### config.mk
export PLATFORM = sky130hd
export DESIGN_NAME = json_string_unescape_utf8
export DESIGN_NICKNAME = d
export VERILOG_FILES = /design/src/design/jsu_pkg.sv /design/src/design/jsu_decode.sv /design/src/design/jsu_result_buf.sv /design/src/design/json_string_unescape_utf8.sv
export SDC_FILE = /design/constraint.sdc
export NUM_CORES = 1
export LEC_CHECK = 0
export BUFFER_PORTS_ARGS = -buffer_cell sky130_fd_sc_hd__clkbuf_2
export CAP_MARGIN = 30
export CORE_MARGIN = 2
export CORE_UTILIZATION = 40
export CTS_BUF_LIST = sky130_fd_sc_hd__clkbuf_2 sky130_fd_sc_hd__clkbuf_4 sky130_fd_sc_hd__clkbuf_8
export CTS_CLUSTER_SIZE = 8
export DETAILED_ROUTE_END_ITERATION = 6
export GPL_TIMING_DRIVEN = 0
export PLACE_DENSITY_LB_ADDON = 0.12
export SLEW_MARGIN = 40
export SYNTH_ARGS = -nofsm -noshare
export SYNTH_HDL_FRONTEND = slang
export SYNTH_SLANG_ARGS = --single-unit
export TNS_END_PERCENT = 30
### constraint.sdc
create_clock -name clk -period 5.05 [get_ports clk]
set_clock_uncertainty 0.05 [all_clocks]
set_input_delay 1.01 -clock clk [delete_from_list [all_inputs] [get_ports clk]]
set_output_delay 1.01 -clock clk [all_outputs]
set_load 0.05 [all_outputs]
### src/design/jsu_pkg.sv
// Shared types and constants for the JSON string unescaper.
package jsu_pkg;

	localparam logic [7:0] CH_QUOTE = 8'h22;
	localparam logic [7:0] CH_BSLASH = 8'h5C;
	localparam logic [7:0] CH_SLASH = 8'h2F;
	localparam logic [7:0] CH_LOW_B = 8'h62;
	localparam logic [7:0] CH_LOW_F = 8'h66;
	localparam logic [7:0] CH_LOW_N = 8'h6E;
	localparam logic [7:0] CH_LOW_R = 8'h72;
	localparam logic [7:0] CH_LOW_T = 8'h74;
	localparam logic [7:0] CH_LOW_U = 8'h75;
	localparam logic [7:0] CH_SPACE = 8'h20;

	localparam int MAX_BYTES = 4;

	typedef enum logic [3:0] {
		PH_IDLE    = 4'd0,
		PH_STR     = 4'd1,
		PH_ESC     = 4'd2,
		PH_HEX1    = 4'd3,
		PH_HEX2    = 4'd4,
		PH_HEX3    = 4'd5,
		PH_HEX4    = 4'd6,
		PH_PAIR_BS = 4'd7,
		PH_PAIR_U  = 4'd8,
		PH_LOW1    = 4'd9,
		PH_LOW2    = 4'd10,
		PH_LOW3    = 4'd11,
		PH_LOW4    = 4'd12
	} phase_t;

	typedef enum logic [3:0] {
		ST_BUSY      = 4'd0,
		ST_DONE      = 4'd1,
		ST_EXP_QUOTE = 4'd2,
		ST_UNTERM    = 4'd3,
		ST_BAD_ESC   = 4'd4,
		ST_BAD_UNI   = 4'd5,
		ST_BAD_PAIR  = 4'd6,
		ST_LONE_LOW  = 4'd7,
		ST_CTRL      = 4'd8
	} status_t;

	typedef struct packed {
		logic [2:0]                 count;
		logic                       is_status;
		status_t                    status;
		logic [MAX_BYTES-1:0][7:0]  bytes;
	} result_t;

endpackage

### src/design/jsu_decode.sv
// Escape decoder: parser state and the per-item decode into up to four result bytes.
module jsu_decode
	import jsu_pkg::*;
(
	input  logic        clk,
	input  logic        arst_n,
	input  logic        commit,
	input  logic [7:0]  in_byte,
	input  logic        end_of_input,
	output result_t     res
);

	phase_t      phase_q, phase_d;
	logic [15:0] code_q, code_d;
	logic [9:0]  high_q, high_d;

	logic [3:0]  hex_val;
	logic        hex_ok;
	logic [15:0] unit_next;
	logic [20:0] pair_cp;
	logic [20:0] cp;
	logic        emit;

	always_comb begin
		hex_ok = 1'b1;
		hex_val = 4'd0;
		if (in_byte >= 8'h30 && in_byte <= 8'h39) begin
			hex_val = in_byte[3:0];
		end else if ((in_byte >= 8'h61 && in_byte <= 8'h66) ||
			(in_byte >= 8'h41 && in_byte <= 8'h46)) begin
			hex_val = in_byte[3:0] + 4'd9;
		end else begin
			hex_ok = 1'b0;
		end
		if (end_of_input) begin
			hex_ok = 1'b0;
		end
	end

	assign unit_next = {code_q[11:0], hex_val};
	assign pair_cp = 21'h10000 + {1'b0, high_q, unit_next[9:0]};

	always_comb begin
		phase_d = phase_q;
		code_d = code_q;
		high_d = high_q;
		emit = 1'b0;
		cp = {5'd0, unit_next};
		res = '0;
		res.status = ST_BUSY;

		unique case (phase_q)
			PH_STR: begin
				if (end_of_input) begin
					res.is_status = 1'b1;
					res.status = ST_UNTERM;
				end else if (in_byte == CH_QUOTE) begin
					res.is_status = 1'b1;
					res.status = ST_DONE;
				end else if (in_byte == CH_BSLASH) begin
					phase_d = PH_ESC;
				end else if (in_byte < CH_SPACE) begin
					res.is_status = 1'b1;
					res.status = ST_CTRL;
				end else begin
					res.count = 3'd1;
					res.bytes[0] = in_byte;
				end
			end
			PH_ESC: begin
				res.count = 3'd1;
				phase_d = PH_STR;
				if (end_of_input) begin
					res.is_status = 1'b1;
					res.status = ST_BAD_ESC;
				end else begin
					unique case (in_byte)
						CH_QUOTE, CH_BSLASH, CH_SLASH: res.bytes[0] = in_byte;
						CH_LOW_B: res.bytes[0] = 8'h08;
						CH_LOW_F: res.bytes[0] = 8'h0C;
						CH_LOW_N: res.bytes[0] = 8'h0A;
						CH_LOW_R: res.bytes[0] = 8'h0D;
						CH_LOW_T: res.bytes[0] = 8'h09;
						CH_LOW_U: begin
							res.count = 3'd0;
							code_d = 16'd0;
							phase_d = PH_HEX1;
						end
						default: begin
							res.is_status = 1'b1;
							res.status = ST_BAD_ESC;
						end
					endcase
				end
			end
			PH_HEX1, PH_HEX2, PH_HEX3, PH_HEX4: begin
				if (!hex_ok) begin
					res.is_status = 1'b1;
					res.status = ST_BAD_UNI;
				end else begin
					code_d = unit_next;
					if (phase_q != PH_HEX4) begin
						phase_d = phase_t'(phase_q + 4'd1);
					end else if (unit_next[15:10] == 6'b110110) begin
						high_d = unit_next[9:0];
						phase_d = PH_PAIR_BS;
					end else if (unit_next[15:10] == 6'b110111) begin
						res.is_status = 1'b1;
						res.status = ST_LONE_LOW;
					end else begin
						emit = 1'b1;
						phase_d = PH_STR;
					end
				end
			end
			PH_PAIR_BS: begin
				if (end_of_input || in_byte != CH_BSLASH) begin
					res.is_status = 1'b1;
					res.status = ST_BAD_PAIR;
				end else begin
					phase_d = PH_PAIR_U;
				end
			end
			PH_PAIR_U: begin
				if (end_of_input || in_byte != CH_LOW_U) begin
					res.is_status = 1'b1;
					res.status = ST_BAD_PAIR;
				end else begin
					code_d = 16'd0;
					phase_d = PH_LOW1;
				end
			end
			PH_LOW1, PH_LOW2, PH_LOW3, PH_LOW4: begin
				if (!hex_ok) begin
					res.is_status = 1'b1;
					res.status = ST_BAD_PAIR;
				end else begin
					code_d = unit_next;
					if (phase_q != PH_LOW4) begin
						phase_d = phase_t'(phase_q + 4'd1);
					end else if (unit_next[15:10] == 6'b110111) begin
						emit = 1'b1;
						cp = pair_cp;
						phase_d = PH_STR;
					end else begin
						res.is_status = 1'b1;
						res.status = ST_BAD_PAIR;
					end
				end
			end
			default: begin
				if (end_of_input || in_byte != CH_QUOTE) begin
					res.is_status = 1'b1;
					res.status = ST_EXP_QUOTE;
				end else begin
					phase_d = PH_STR;
				end
			end
		endcase

		if (emit) begin
			if (cp <= 21'h7F) begin
				res.count = 3'd1;
				res.bytes[0] = cp[7:0];
			end else if (cp <= 21'h7FF) begin
				res.count = 3'd2;
				res.bytes[0] = {3'b110, cp[10:6]};
				res.bytes[1] = {2'b10, cp[5:0]};
			end else if (cp <= 21'hFFFF) begin
				res.count = 3'd3;
				res.bytes[0] = {4'b1110, cp[15:12]};
				res.bytes[1] = {2'b10, cp[11:6]};
				res.bytes[2] = {2'b10, cp[5:0]};
			end else begin
				res.count = 3'd4;
				res.bytes[0] = {5'b11110, cp[20:18]};
				res.bytes[1] = {2'b10, cp[17:12]};
				res.bytes[2] = {2'b10, cp[11:6]};
				res.bytes[3] = {2'b10, cp[5:0]};
			end
		end

		if (res.is_status) begin
			res.count = 3'd1;
			res.bytes = '0;
			phase_d = PH_IDLE;
			code_d = 16'd0;
			high_d = 10'd0;
		end
	end

	always_ff @(posedge clk or negedge arst_n) begin
		if (!arst_n) begin
			phase_q <= PH_IDLE;
			code_q <= 16'd0;
			high_q <= 10'd0;
		end else if (commit) begin
			phase_q <= phase_d;
			code_q <= code_d;
			high_q <= high_d;
		end
	end

endmodule

### src/design/jsu_result_buf.sv
// Result register: holds the results of one item and hands them out one per cycle while m_axis_tready is high.
module jsu_result_buf
	import jsu_pkg::*;
(
	input  logic        clk,
	input  logic        arst_n,
	input  logic        load,
	input  result_t     res,
	output logic        free,
	output logic        m_axis_tvalid,
	input  logic        m_axis_tready,
	output logic [7:0]  m_axis_tdata,
	output logic        m_axis_tlast,
	output logic [4:0]  m_axis_tuser
);

	logic [2:0]                cnt_q;
	logic [1:0]                idx_q;
	logic                      is_status_q;
	status_t                   status_q;
	logic [MAX_BYTES-1:0][7:0] bytes_q;
	logic                      take;

	assign m_axis_tvalid = (cnt_q != 3'd0);
	assign m_axis_tlast = (({1'b0, idx_q} + 3'd1) == cnt_q);
	assign m_axis_tdata = bytes_q[idx_q];
	assign m_axis_tuser = {status_q, !is_status_q};
	assign take = m_axis_tvalid && m_axis_tready;
	assign free = (cnt_q == 3'd0) || (take && m_axis_tlast);

	always_ff @(posedge clk or negedge arst_n) begin
		if (!arst_n) begin
			cnt_q <= 3'd0;
			idx_q <= 2'd0;
			is_status_q <= 1'b0;
			status_q <= ST_BUSY;
		end else if (load && res.count != 3'd0) begin
			cnt_q <= res.count;
			idx_q <= 2'd0;
			is_status_q <= res.is_status;
			status_q <= res.status;
		end else if (take) begin
			if (m_axis_tlast) begin
				cnt_q <= 3'd0;
				idx_q <= 2'd0;
			end else begin
				idx_q <= idx_q + 2'd1;
			end
		end
	end

	always_ff @(posedge clk) begin
		if (load && res.count != 3'd0) begin
			bytes_q <= res.bytes;
		end
	end

endmodule

### src/design/json_string_unescape_utf8.sv
// Top level of the JSON string unescaper with UTF-8 output.
//
// Channel   Dir  Carries
// s_axis    in   tdata = in_byte[7:0]; tlast = end_of_input
// m_axis    out  tdata = out_byte[7:0]; tuser = out_valid, status[3:0]; tlast = last
//
// An item is held in the input register, is decoded and loaded into the
// result register, and its results leave one per cycle unless m_axis_tready is low.
// An item producing one result or none is taken every cycle unless the output stalls;
// one producing two to four UTF-8 bytes holds the input until its last byte is taken.
// Reset returns the parser to waiting for an opening quote and empties both registers.
// A stall on the output holds the input register full and lowers s_axis_tready.
module json_string_unescape_utf8
	import jsu_pkg::*;
(
	input  logic        clk,
	input  logic        arst_n,
	input  logic        s_axis_tvalid,
	output logic        s_axis_tready,
	input  logic [7:0]  s_axis_tdata,   // in_byte[7:0]
	input  logic        s_axis_tlast,   // end_of_input
	output logic        m_axis_tvalid,
	input  logic        m_axis_tready,
	output logic [7:0]  m_axis_tdata,   // out_byte[7:0]
	output logic        m_axis_tlast,   // last
	output logic [4:0]  m_axis_tuser    // out_valid, status[3:0]
);

	logic       valid_s1;
	logic [7:0] byte_s1;
	logic       eoi_s1;
	logic       free;
	logic       advance;
	result_t    res;

	assign advance = valid_s1 && free;
	assign s_axis_tready = !valid_s1 || advance;

	always_ff @(posedge clk or negedge arst_n) begin
		if (!arst_n) begin
			valid_s1 <= 1'b0;
		end else if (s_axis_tready) begin
			valid_s1 <= s_axis_tvalid;
		end
	end

	always_ff @(posedge clk) begin
		if (s_axis_tready && s_axis_tvalid) begin
			byte_s1 <= s_axis_tdata;
			eoi_s1 <= s_axis_tlast;
		end
	end

	jsu_decode u_decode (
		.clk          (clk),
		.arst_n       (arst_n),
		.commit       (advance),
		.in_byte      (byte_s1),
		.end_of_input (eoi_s1),
		.res          (res)
	);

	jsu_result_buf u_result_buf (
		.clk           (clk),
		.arst_n        (arst_n),
		.load          (advance),
		.res           (res),
		.free          (free),
		.m_axis_tvalid (m_axis_tvalid),
		.m_axis_tready (m_axis_tready),
		.m_axis_tdata  (m_axis_tdata),
		.m_axis_tlast  (m_axis_tlast),
		.m_axis_tuser  (m_axis_tuser)
	);

endmodule

**Word-level counts from Yosys, hierarchy flattened**

Index checks and enable logic that the tools add are counted.

- Add/subtract/negate cells: 5
- $lt $le $gt $ge: 11
- Equal/unequal tests: 43
- Multiplexer cells: 93
- Bitwise operators: 1
- Reductions and logical operators: 37

Operators by type and width:

| operator | count |
|---|---|
| 21-bit two-way mux | 4 |
| 5-bit two-way mux | 15 |
| 8-bit two-way mux | 9 |
| 4-bit two-way mux | 17 |
| 12-bit two-way mux | 5 |
| 8-bit by 7-bit equality test with 1-bit output (second input constant) | 7 |
| 10-bit two-way mux | 5 |
| 8-bit case mux with 6 select lines | 1 |
| 12-bit case mux with 3 select lines | 1 |
| 3-bit two-way mux | 11 |
| 5-bit case mux with 6 select lines | 1 |
| 8-bit by 7-bit inequality test with 1-bit output (second input constant) | 3 |
| 4-bit case mux with 6 select lines | 1 |
| 22-bit two-way mux | 1 |
| 17-bit by 20-bit adder with 21-bit output (first input constant) | 1 |
| 21-bit by 11-bit less-or-equal comparator with 1-bit output (second input constant) | 1 |
| 21-bit by 16-bit less-or-equal comparator with 1-bit output (second input constant) | 1 |
| 21-bit by 7-bit less-or-equal comparator with 1-bit output (second input constant) | 1 |
| 4-bit equality test (second input constant) | 5 |
| 3-bit by 2-bit inequality test with 1-bit output (second input constant) | 6 |
| 8-bit binary-select mux with 2-bit select | 1 |
| 4-bit by 3-bit equality test with 1-bit output (second input constant) | 4 |
| 8-bit by 6-bit equality test with 1-bit output (second input constant) | 2 |
| 8-bit by 7-bit >= comparator with 1-bit output (second input constant) | 2 |
| 44 further kinds | 85 |

- Register bits after elaboration: 78
- Bits of input ports: 13
- Logic and storage cells: 206

**Logic depth before layout (Yosys ltp)**

Gate-level depths: netlist (run 1).

- Depth in word-level cells: 20
- Gate-level depth with buffers: 11
- Depth with buffers taken out: 11

**By module**

From an unflattened synthesis (run 1), not the netlist that was laid out.

- Cells, all modules: 482
- Area total of the unflattened synthesis: 4,817.1 um^2

By module, submodules not included:

| module | instances | cells an instance | area each (um^2) |
|---|---|---|---|
| jsu_decode | 1 | 388 | 2,864.0 |
| jsu_result_buf | 1 | 80 | 1,622.8 |
| json_string_unescape_utf8 | 1 | 14 | 330.3 |

**Worst setup path after synthesis (run 1)**

Ideal clock, no wire load.

- Path kind: flip-flop to flip-flop
- From: register u_decode.phase_q[0]
- To: register u_result_buf.status_q[0]
- Library setup time: 0.125 ns
- Arrival: 3.193 ns
- Data required time: 4.875 ns
- Path slack: 1.682 ns
- Stages on the path, launching flop included: 12
- Path buffers: 2
- Period minus slack after synthesis: 3.368 ns
- Cells stage by stage: dfrtp_1 inv_1 ha_1 or2_2 a221o_1 nor3b_1 or4_4 or3_1 buf_2 o21a_1 buf_6 mux2_4

- Cells in the longest elaborated chain, start to end: 12
- Elaborated cells on any way between the ends: 40
- Those cells by class: order compare: 3; eq/ne: 14; mux: 19; reduce/logical: 4

RTL lines:

| item | line | source |
|---|---|---|
| start: declaration | jsu_decode.sv:13 | `phase_t phase_q, phase_d;` |
| start signal: assignment | jsu_decode.sv:198 | `phase_q <= phase_d;` |
| 4-bit inequality test | jsu_decode.sv:139 | `if (phase_q != PH_LOW4) begin` |
| 21-bit two-way mux | jsu_decode.sv:139 |  |
| 21-bit two-way mux | jsu_decode.sv:134 | `if (!hex_ok) begin` |
| 21-bit two-way mux | jsu_decode.sv:52 | `unique case (phase_q)` |
| 21-bit by 16-bit less-or-equal comparator with 1-bit output | jsu_decode.sv:169 | `end else if (cp <= 21'hFFFF) begin` |
| 3-bit two-way mux | jsu_decode.sv:169 |  |
| 3-bit two-way mux | jsu_decode.sv:165 | `end else if (cp <= 21'h7FF) begin` |
| 3-bit two-way mux | jsu_decode.sv:162 | `if (cp <= 21'h7F) begin` |
| 3-bit two-way mux | jsu_decode.sv:161 | `if (emit) begin` |
| 3-bit two-way mux | jsu_decode.sv:183 | `if (res.is_status) begin` |
| 3-bit nonzero test | jsu_result_buf.sv:37 | `end else if (load && res.count != 3'd0) begin` |
| 1-bit logical AND | jsu_result_buf.sv:37 |  |
| end signal: assignment | jsu_result_buf.sv:41 | `status_q <= res.status;` |
| end: declaration | jsu_result_buf.sv:20 | `status_t status_q;` |

Several ways; a longest one is shown, not always the timed one.
A chain may end at the register's enable or synchronous reset.

**Worst setup path in the final report (run 1)**

- From: register byte_s1[1]
- To: register u_result_buf.bytes_q[4] in the netlist's numbering (data pin)

- Cells in the longest elaborated chain, start to end: 15
- Elaborated cells on any way between the ends: 68
- Those cells by class: add/sub: 2; order compare: 10; eq/ne: 12; mux: 35; reduce/logical: 9

RTL lines:

| item | line | source |
|---|---|---|
| start: declaration | json_string_unescape_utf8.sv:30 | `logic [7:0] byte_s1;` |
| start signal: assignment | json_string_unescape_utf8.sv:49 | `byte_s1 <= s_axis_tdata;` |
| 8-bit by 7-bit >= comparator with 1-bit output, or another cell as far along | jsu_decode.sv:29 | `end else if ((in_byte >= 8'h61 && in_byte <= 8'h66) \|\|` |
| 1-bit logical AND (on tied branches) | jsu_decode.sv:29, jsu_decode.sv:30 |  |
| 1-bit logical OR | jsu_decode.sv:29 |  |
| 4-bit two-way mux | jsu_decode.sv:29 |  |
| 4-bit two-way mux | jsu_decode.sv:27 | `if (in_byte >= 8'h30 && in_byte <= 8'h39) begin` |
| 17-bit by 20-bit adder with 21-bit output | jsu_decode.sv:41 | `assign pair_cp = 21'h10000 + {1'b0, high_q, unit_next[9:0]};` |
| 21-bit two-way mux | jsu_decode.sv:141 | `end else if (unit_next[15:10] == 6'b110111) begin` |
| 21-bit two-way mux | jsu_decode.sv:139 |  |
| 21-bit two-way mux | jsu_decode.sv:134 |  |
| 21-bit two-way mux | jsu_decode.sv:52 |  |
| 21-bit by 16-bit less-or-equal comparator with 1-bit output | jsu_decode.sv:169 |  |
| 22-bit two-way mux | jsu_decode.sv:169 |  |
| 16-bit two-way mux | jsu_decode.sv:165 |  |
| 8-bit two-way mux | jsu_decode.sv:162 |  |
| 8-bit two-way mux | jsu_decode.sv:161 |  |
| end signal: assignment | jsu_result_buf.sv:54 | `bytes_q <= res.bytes;` |
| end: declaration | jsu_result_buf.sv:21 | `logic [MAX_BYTES-1:0][7:0] bytes_q;` |

Several ways; a longest one is shown, not always the timed one.

==> results of run 1 <==
registers in the layout, summed over array words and instances, names as in the netlist:
signal and count:
byte_s1 8, u_result_buf.cnt_q 3, valid_s1 1, eoi_s1 1, u_result_buf.is_status_q 1, u_decode.phase_q 4
u_result_buf.bytes_q 29, u_decode.code_q 12, u_result_buf.status_q 4, u_decode.high_q 10, u_result_buf.idx_q 2
final timing paths:
path / depth (start not counted) / from / end / slack [ns]
max: 11 / byte_s1[1] / u_result_buf.bytes_q[4] / 1.12
min: 2 / u_decode.high_q[5] / u_decode.high_q[5] / 0.45
max reg2reg: 11 / byte_s1[1] / u_result_buf.bytes_q[4] / 1.12
min reg2reg: 2 / u_decode.high_q[5] / u_decode.high_q[5] / 0.45
max in group asynchronous: 1 / arst_n / valid_s1 / 3.99
min in group asynchronous: 1 / arst_n / u_decode.phase_q[3] / 0.57
layout make-up:
| type | instances | area share, % |
|---|---|---|
| inverters | 18 | 1.33 |
| clock inverters | 7 | 1.18 |
| repair buffers | 28 | 2.80 |
| plain buffers | 22 | 1.84 |
| clock buffers | 9 | 2.43 |
| well taps | 143 | 3.52 |
| multi-input cells | 346 | 46.3 |
| flip-flops and latches | 75 | 40.6 |
worst max-delay path, delay by kind of cell, from the launching register on:
kind,cells,cell delay (ns)
AOI/OAI and AO/OA,4,1.27
adders and majority gates,1,0.27
buffers and inverters,3,0.74
DFF,1,0.52
and+or+nand+nor,3,0.86
Yosys cell counts, types with 4 or more instances:
cell type  instances
a211oi_1           9
nand4_1            5
a21oi_1           21
edfxtp_1          38
o31ai_1            5
o2bb2ai_1          4
a31oi_1            7
nor2_1            41
nand2_1           38
o211ai_1           8
a22o_1            19
a22oi_1            6
dfrtp_1           37
ha_1              10
inv_1             17
nor3_1            15
or3_1              8
mux4_2             7
nand3_1           18
nand2b_1           5
mux2i_1            4
o21ai_0           22
nor2b_1            4
a32oi_1            4
and2_1             6
and3_1             7
nor3b_1            7
clkbuf_1          15
logic make-up (layout without fill, tap and decap cells):
logic type / count (synthesis) / after routing / share of synthesized area (%)
simple gates: 181 / 181 / 21.5
compound gates: 136 / 136 / 21.0
flops: 75 / 75 / 45.1
buf+inv: 40 / 84 / 3.52
mux: 14 / 14 / 5.22
fa+ha+maj: 10 / 10 / 2.73
xor+xnor: 5 / 5 / 0.956
where the power goes:
group | switching [mW] | internal [mW]
clock network | 0.267 | 0.186
registers | 0.0680 | 0.841
logic | 0.686 | 0.277
metal layers:
layer	global-route usage (%)	vias to the layer above	routed length, um
met5	0	-	0
met4	9.22	0	351
met3	3.23	20	690
met2	34.3	152	6010
met1	29.6	1916	5760
li1	-	1851	-
==> flow_metrics.tcl, run 1 <==
set metrics [dict create \
    status "complete, no violations" \
    max_stage_delay_ns 0.52 \
    fmax_mhz 255 \
    critPathKind "flip-flop to flip-flop" \
    hold_path.class "flip-flop to flip-flop" \
    p_total_mw 2.32 \
    placed_cells_incl_taps 632 \
    final_net_count 523 \
    synth_seq_cells 75 \
    start_util_pct 40.5 \
    ios 29 \
    dp_hpwl_um 9500 \
    antenna_found_initial 0 \
    drt_first_pass_iters 5 \
    leakagePower_nw 1.93 \
    vias 3939 \
    whs_ns 0.449 \
    drv_cap 0 \
    ys_seq_area_share_pct 45.1 \
    rows 39 \
    area.sequential_mm2 0.00207 \
    synth_edf_count 38 \
    design_area_mm2 0.00509 \
    max_slew.worst_pin.slew_ns 0.815 \
    htreeDepth 3 \
    dpl-instance-area_mm2 0.00490 \
    netlist_area_mm2 0.00458 \
    fin_crit_sh_pct 77.8 \
    diodes 0 \
    cts_setup_buffers 0 \
    coreArea_mm2 0.0113 \
    final_cell_mix "41 x nor2_1, 38 x nand2_1, 38 x edfxtp_1" \
    yosysWarnings 0 \
    fin_cells 648 \
    critPathMaxFanout 10 \
    grt_pass1_wl_um 20800 \
    multi_input_area_mm2 0.00235 \
    grt_usage_pct 21.6 \
    ys_types 72 \
    postRouteAntennaNets 0 \
    io_buffer_count 28 \
    grt.overflow.total 0 \
    cts_buffers 9 \
    cts_resized 0 \
    clk_latency_ns 0.38 \
    rsz0062_at_grt "no" \
    synth_area_leaders "edfxtp_1 25%, dfrtp_1 20%, a22o_1 3.6%, mux4_2 3.4%, nor2_1 3.4%" \
    min_period_ns 3.93 \
    avgSynthCellArea_um2 9.94 \
    die-area_mm2 0.0123 \
    dp_worst_setup_slack_ns 1.23 \
    wl_per_cell_um 19.8 \
    end_kind "flip-flop" \
    setup_tns_ns 0 \
    dieHeight_um 111 \
    synth_flop_cell "edfxtp_1" \
    cts-root-buf "clkbuf_8" \
    drc 0 \
    layout_commonest_cell "nor2_1" \
    final_util_pct 44.9 \
    cp.required_ns 5.15 \
    die_w_um 111 \
    finalWorstSetupSlack_ns 1.12 \
    drtIter0Drc 267 \
    slew_headroom_pct 45.4 \
    synth_cells 461 \
    grt_pass1_vias 3809 \
    yosys.area.top_type "edfxtp_1" \
    drive_above_1_share_pct 13.7 \
    cts_hold_repair.buffers 0 \
    synth_nets 484 \
    path_cells "inv_1 -> ha_1 -> nor3b_1 -> nor3_2 -> o211ai_1 -> inv_1 -> a211oi_1 -> o211a_1 -> clkbuf_1 -> nand3_1 -> a31oi_1" \
    critPathMostFrequentCell "inv_1" \
    start_kind "flip-flop" \
    drv_slew 0 \
    wl_um 12800 \
    synth_top_cell_area_share_pct 24.9 \
    routed_via_density 6.08 \
    clock_sinks 75 \
    area_growth_pct 11.0 \
    worstPathArrival_ns 4.03 \
    power_density_mw_per_mm2 457 \
    async_reset_ff_share_pct 49.3 \
    crit_slowest_cell "edfxtp_1" \
    ctsLongestPathBuffers 2 \
    vdd_drop_max_v 0.000242 \
    nFillCells 1107 \
    cts_tree "done" \
    setup_violations 0 \
    place.gp.congestion 0.947 \
    clkTransAtPathRegs_ns 0.09 \
    grt_max_degree 38 \
    hold_viol_final 0 \
]
Note: power is estimated with default switching activity, not from simulation.
==> run 2, diff against run 1 <==
clock period = 4 ns   (was 5.05 ns; I/O delays follow)
==> flow_metrics.tcl, run 2 (synthesized netlist as in run 1, its figures left out) <==
set metrics [dict create \
    whs_ns 0.364 \
    crit_slowest_cell "or4_4" \
    io_buffer_count 28 \
    status "complete, no violations" \
    final_net_count 523 \
    multi_input_area_mm2 0.00237 \
    fmax_mhz 265 \
    hold_path.class "primary input to async pin" \
    drt_first_pass_iters 5 \
    design_area_mm2 0.00511 \
    cp_num_buf_inv 3 \
    cts_buffers 9 \
    setup_violations 0 \
    dpl-instance-area_mm2 0.00490 \
    max_slew.worst_pin.slew_ns 0.790 \
    postRouteAntennaNets 0 \
    start_kind "flip-flop" \
    top_register "u_result_buf.bytes_q" \
    grt_pass1_vias 3809 \
    worstPathArrival_ns 4.00 \
    slew_headroom_pct 47.0 \
    vdd_drop_max_v 0.000305 \
    die_w_um 111 \
    grt_max_degree 38 \
    ctsLongestPathBuffers 2 \
    setup_tns_ns 0 \
    hold_viol_final 0 \
    path_cells "inv_1 -> ha_1 -> o21bai_1 -> a211oi_1 -> nor3b_1 -> or4_4 -> or3_1 -> buf_2 -> o21a_1 -> buf_6 -> mux2_4" \
    cts_hold_repair.buffers 0 \
    drc 0 \
    fin_cells 648 \
    drv_cap 0 \
    routed_via_density 6.04 \
    clk_latency_ns 0.38 \
    start_util_pct 40.5 \
    end_kind "flip-flop" \
    largest_register_ffs 29 \
    grt_pass1_wl_um 20800 \
    area_growth_pct 11.5 \
    coreArea_mm2 0.0113 \
    wl_um 12800 \
    dp_hpwl_um 9500 \
    rows 39 \
    ios 29 \
    grt.overflow.total 0 \
    max_stage_delay_ns 0.60 \
    place.gp.congestion 0.947 \
    clock_sinks 75 \
    cts-root-buf "clkbuf_8" \
    die-area_mm2 0.0123 \
    drtIter0Drc 271 \
    nFillCells 1107 \
    drive_above_1_share_pct 14.3 \
    diodes 0 \
    antenna_found_initial 0 \
    fin_crit_sh_pct 94.5 \
    cp_top_family "simple AND/OR/NAND/NOR gates" \
    dieHeight_um 111 \
    final_cell_mix "41 x nor2_1, 38 x nand2_1, 38 x edfxtp_1" \
    wl_per_cell_um 19.8 \
    cp.required_ns 4.22 \
    placed_cells_incl_taps 632 \
    layout_commonest_cell "nor2_1" \
    cts_setup_buffers 0 \
    min_period_ns 3.78 \
    clkTransAtPathRegs_ns 0.09 \
    area.sequential_mm2 0.00207 \
    drv_slew 0 \
    power_density_mw_per_mm2 575 \
    top_regs "u_result_buf.bytes_q x29, u_decode.code_q x12, u_decode.high_q x10" \
    p_total_mw 2.94 \
    cts_tree "done" \
    rsz0062_at_grt "no" \
    htreeDepth 3 \
    vias 3911 \
    grt_usage_pct 21.6 \
    leakagePower_nw 1.93 \
    critPathMaxFanout 37 \
    critPathKind "flip-flop to flip-flop" \
]
==> run 2: worst register-to-register path, cell delays in order, from the launching register on <==
cell,delay (ns)
edfxtp_1,0.52
inv_1,0.15
ha_1,0.26
o21bai_1,0.17
a211oi_1,0.50
nor3b_1,0.19
or4_4,0.60
or3_1,0.31
buf_2,0.17
o21a_1,0.20
buf_6,0.22
mux2_4,0.33
==> run 2: where the power goes <==
part	internal (mW)	leakage, nW	total [mW]	switching, mW
logic	0.351	0.969	1.22	0.867
registers	1.06	0.875	1.15	0.0865
clock network	0.234	0.0844	0.569	0.334
==> run 2: final timing paths <==
check                                   start                       end  slack, ns  depth (start not counted)
min reg2reg                u_decode.high_q[5]        u_decode.high_q[5]       0.45                          2
max                                byte_s1[1]  u_result_buf.status_q[0]       0.22                         11
max in group asynchronous              arst_n                  valid_s1       3.15                          1
min in group clk           u_decode.high_q[5]        u_decode.high_q[5]       0.45                          2
max reg2reg                        byte_s1[1]  u_result_buf.status_q[0]       0.22                         11
min                                    arst_n       u_decode.phase_q[3]       0.36                          1
==> run 2: layer usage <==
layer / global-route usage (%) / up-vias / wire length, um
met5: 0 / - / 0
met1: 29.6 / 1918 / 5700
met3: 3.23 / 23 / 673
li1: - / 1850 / -
met4: 9.22 / 0 / 363
met2: 34.3 / 120 / 6070
==> run 2: per-stage QoR <==
stage	utilization [%]	setup slack [ns]
after CTS	44.9	0.141
after floorplan	-	0.632
final	45.1	0.222
after detailed placement	43.3	0.184
after global placement	43.3	0.198
after global routing	45.1	0.0416
==> run 2: area by class of cell <==
type,count,share of cell area [%]
Clock inverter,7,1.18
Multi-Input combinational cell,346,46.5
Sequential cell,75,40.5
Buffer,22,1.84
Timing Repair Buffer,28,2.79
Clock buffer,9,2.42
Tap cell,143,3.50
Inverter,18,1.32
==> run 2: repair_timing <==
action / 4_1_cts / 5_1_grt
hold endpoints to repair: 0 / 0
endpoints found under the setup margin: 0 / 14
gates resized for setup: 0 / 4
==> run 3, diff against run 2 <==
ABC_AREA = 1   (was default)
SYNTH_HIERARCHICAL = 1   (was default)
==> flow_metrics.tcl, run 3 <==
set metrics [dict create \
    start_util_pct 41.2 \
    critPathMostFrequentCell "nand2_1" \
    coreArea_mm2 0.0127 \
    rows 41 \
    cp_num_buf_inv 6 \
    status "complete, no violations" \
    cp-startpoint "byte_s1[0]" \
    yosys.area.top_type "edfxtp_1" \
    grt.overflow.total 0 \
    cp_top_family "simple AND/OR/NAND/NOR gates" \
    ys_seq_area_share_pct 41.3 \
    place.gp.congestion 0.912 \
    dieHeight_um 118 \
    async_reset_ff_share_pct 47.4 \
    path_cells "inv_1 -> ha_1 -> inv_1 -> nand2_1 -> nand2_1 -> nand2_2 -> nand2_4 -> nand2_4 -> buf_6 -> nand4_1 -> nand2_1 -> nand2_1 -> inv_1 -> nand3_4 -> nand2_4 -> inv_4 -> o21ai_1 -> inv_1 -> nand2_1 -> nand3_2" \
    finalWorstSetupSlack_ns 0.378 \
    max_stage_delay_ns 0.52 \
    hold_viol_final 0 \
    wl_per_cell_um 15.7 \
    clk_latency_ns 0.37 \
    drc 0 \
    diodes 0 \
    nFillCells 1346 \
    max_slew.worst_pin.slew_ns 0.758 \
    top_regs "u_result_buf/bytes_q x32, u_decode/code_q x12, u_decode/high_q x10" \
    ys_types 48 \
    drive_above_1_share_pct 16.5 \
    clock_sinks 78 \
    final_cell_mix "186 x nand2_1, 76 x inv_1, 75 x nor2_1" \
    cts_tree "done" \
    r2r_cells 20 \
    final_net_count 765 \
    cts-root-buf "clkbuf_8" \
    synth_cells 700 \
    ios 29 \
    largest_register_ffs 32 \
    drt_first_pass_iters 5 \
    reg2reg_from "byte_s1[0]" \
    cts_hold_repair.buffers 0 \
    leakagePower_nw 2.84 \
    critPathKind "flip-flop to flip-flop" \
    area.sequential_mm2 0.00216 \
    routed_via_density 5.23 \
    io_buffer_count 28 \
    postRouteAntennaNets 0 \
    setup_violations 0 \
    synth_area_leaders "edfxtp_1 24%, dfrtp_1 18%, nand2_1 13%, inv_1 5.5%, nor2_1 5.4%" \
    yosys-top-cells-count "186 x nand2_1, 76 x inv_1, 75 x nor2_1" \
    synth_seq_cells 78 \
    cp.depth 20 \
    fin_crit_sh_pct 90.6 \
    yosysWarnings 6 \
    crit_end "u_result_buf/bytes_q[18]" \
    netlist_area_mm2 0.00523 \
    dp_hpwl_um 10800 \
    layout_commonest_cell "nand2_1" \
    vias 4802 \
    grt_max_degree 40 \
    fmax_mhz 276 \
    grt_usage_pct 21.0 \
    htreeDepth 3 \
    final_util_pct 46.0 \
    power_density_mw_per_mm2 597 \
    grt_pass1_vias 4480 \
    die-area_mm2 0.0140 \
    crit_slowest_cell "edfxtp_1" \
    rrSetupSlack_ns 0.38 \
    top_register "u_result_buf/bytes_q" \
    synth_flop_cell "edfxtp_1" \
    drv_cap 0 \
    rsz0062_at_grt "no" \
    dp_worst_setup_slack_ns 0.263 \
    drv_slew 0 \
    die_w_um 118 \
    ctsLongestPathBuffers 2 \
    multi_input_area_mm2 0.00259 \
    synth_most_common_cell "nand2_1" \
    cts_resized 0 \
    r2r-end "u_result_buf/bytes_q[18]" \
    area_growth_pct 11.6 \
    avgSynthCellArea_um2 7.47 \
    hold_path.class "primary input to async pin" \
    slew_headroom_pct 49.5 \
    start_kind "flip-flop" \
    cts_buffers 9 \
    end_kind "flip-flop" \
    antenna_found_initial 0 \
    wl_um 14400 \
    worstPathArrival_ns 3.55 \
    critPathMaxFanout 19 \
    min_period_ns 3.62 \
    vdd_drop_max_v 0.000196 \
    grt_pass1_wl_um 23300 \
    synth_top_cell_area_share_pct 23.6 \
    synth_edf_count 41 \
    drtIter0Drc 368 \
    clkTransAtPathRegs_ns 0.08 \
    cp.required_ns 3.93 \
]
-- run 3: worst min path at each step --
stage	from	end	slack [ns]	cells after the start
global route	arst_n	u_decode/high_q[0]	0.43	1
detailed placement	u_result_buf/status_q[3]	u_result_buf/status_q[3]	0.41	2
CTS	arst_n	u_decode/high_q[0]	0.39	1
global placement	u_result_buf/status_q[2]	u_result_buf/status_q[2]	0.41	2
finish	arst_n	u_decode/code_q[9]	0.39	1
floorplan	u_decode/high_q[0]	u_decode/high_q[0]	0.40	2
-- run 3: cells by family after synthesis --
logic type | count (synthesis) | share of synthesized area, %
AOI/OAI and AO/OA | 107 | 11.3
adders and majority gates | 10 | 2.39
other | 1 | 0.0718
xor gates and xnor gates | 3 | 0.503
buffers and inverters | 114 | 9.79
DFF | 78 | 41.3
and+or+nand+nor | 387 | 34.7
-- run 3: metrics by stage --
stage	TNS [ns]	power, mW	instance area (um2)	hold slack [ns]	instances
2_1_floorplan	0	2.40	5230	0.403	702
3_3_place_gp	-0.197	2.80	5590	0.410	902
3_5_place_dp	0	2.82	5600	0.414	902
4_1_cts	0	3.50	5820	0.393	918
5_1_grt	0	3.72	5830	0.428	919
6_report	0	3.48	5830	0.387	919
-- run 3: cell type report --
class / instances / share of cell area [%]
inverter: 90 / 5.92
tap: 172 / 3.69
buffer: 24 / 2.85
sequential: 78 / 37.0
multi-input combinational: 511 / 44.3
clock buffer: 9 / 2.12
clock inverter: 7 / 1.65
timing repair buffer: 28 / 2.45
-- run 3: where the power goes --
part / switching (mW) / leakage [nW] / total, mW / internal [mW]
logic: 1.19 / 1.83 / 1.56 / 0.375
registers: 0.110 / 0.896 / 1.25 / 1.14
clock network: 0.315 / 0.114 / 0.670 / 0.355
-- run 3: repair_timing --
| item | in CTS | in global routing |
|---|---|---|
| hold endpoints to repair | 0 | 0 |
| setup endpoints to repair | 0 | 9 |
| setup buffers | 0 | 0 |
-- run 3: worst reg2reg max path, cell delays in order, from the launching register on --
cell      delay (ns)
edfxtp_1        0.52
inv_1           0.16
ha_1            0.21
inv_1           0.08
nand2_1         0.06
nand2_1         0.06
nand2_2         0.08
nand2_4         0.08
nand2_4         0.13
buf_6           0.17
nand4_1         0.15
nand2_1         0.11
nand2_1         0.08
inv_1           0.16
nand3_4         0.17
nand2_4         0.14
inv_4           0.06
o21ai_1         0.13
inv_1           0.05
nand2_1         0.17
nand3_2         0.42
-- run 3: per-layer routing --
metal  vias to the layer above  share of wire, %  GRT usage, %
met1                      2274                48          29.5
met5                         -                 0             0
met4                         0               1.6          6.63
met3                        16               5.2          3.23
met2                       128                46          33.1
li1                       2384                 -             -
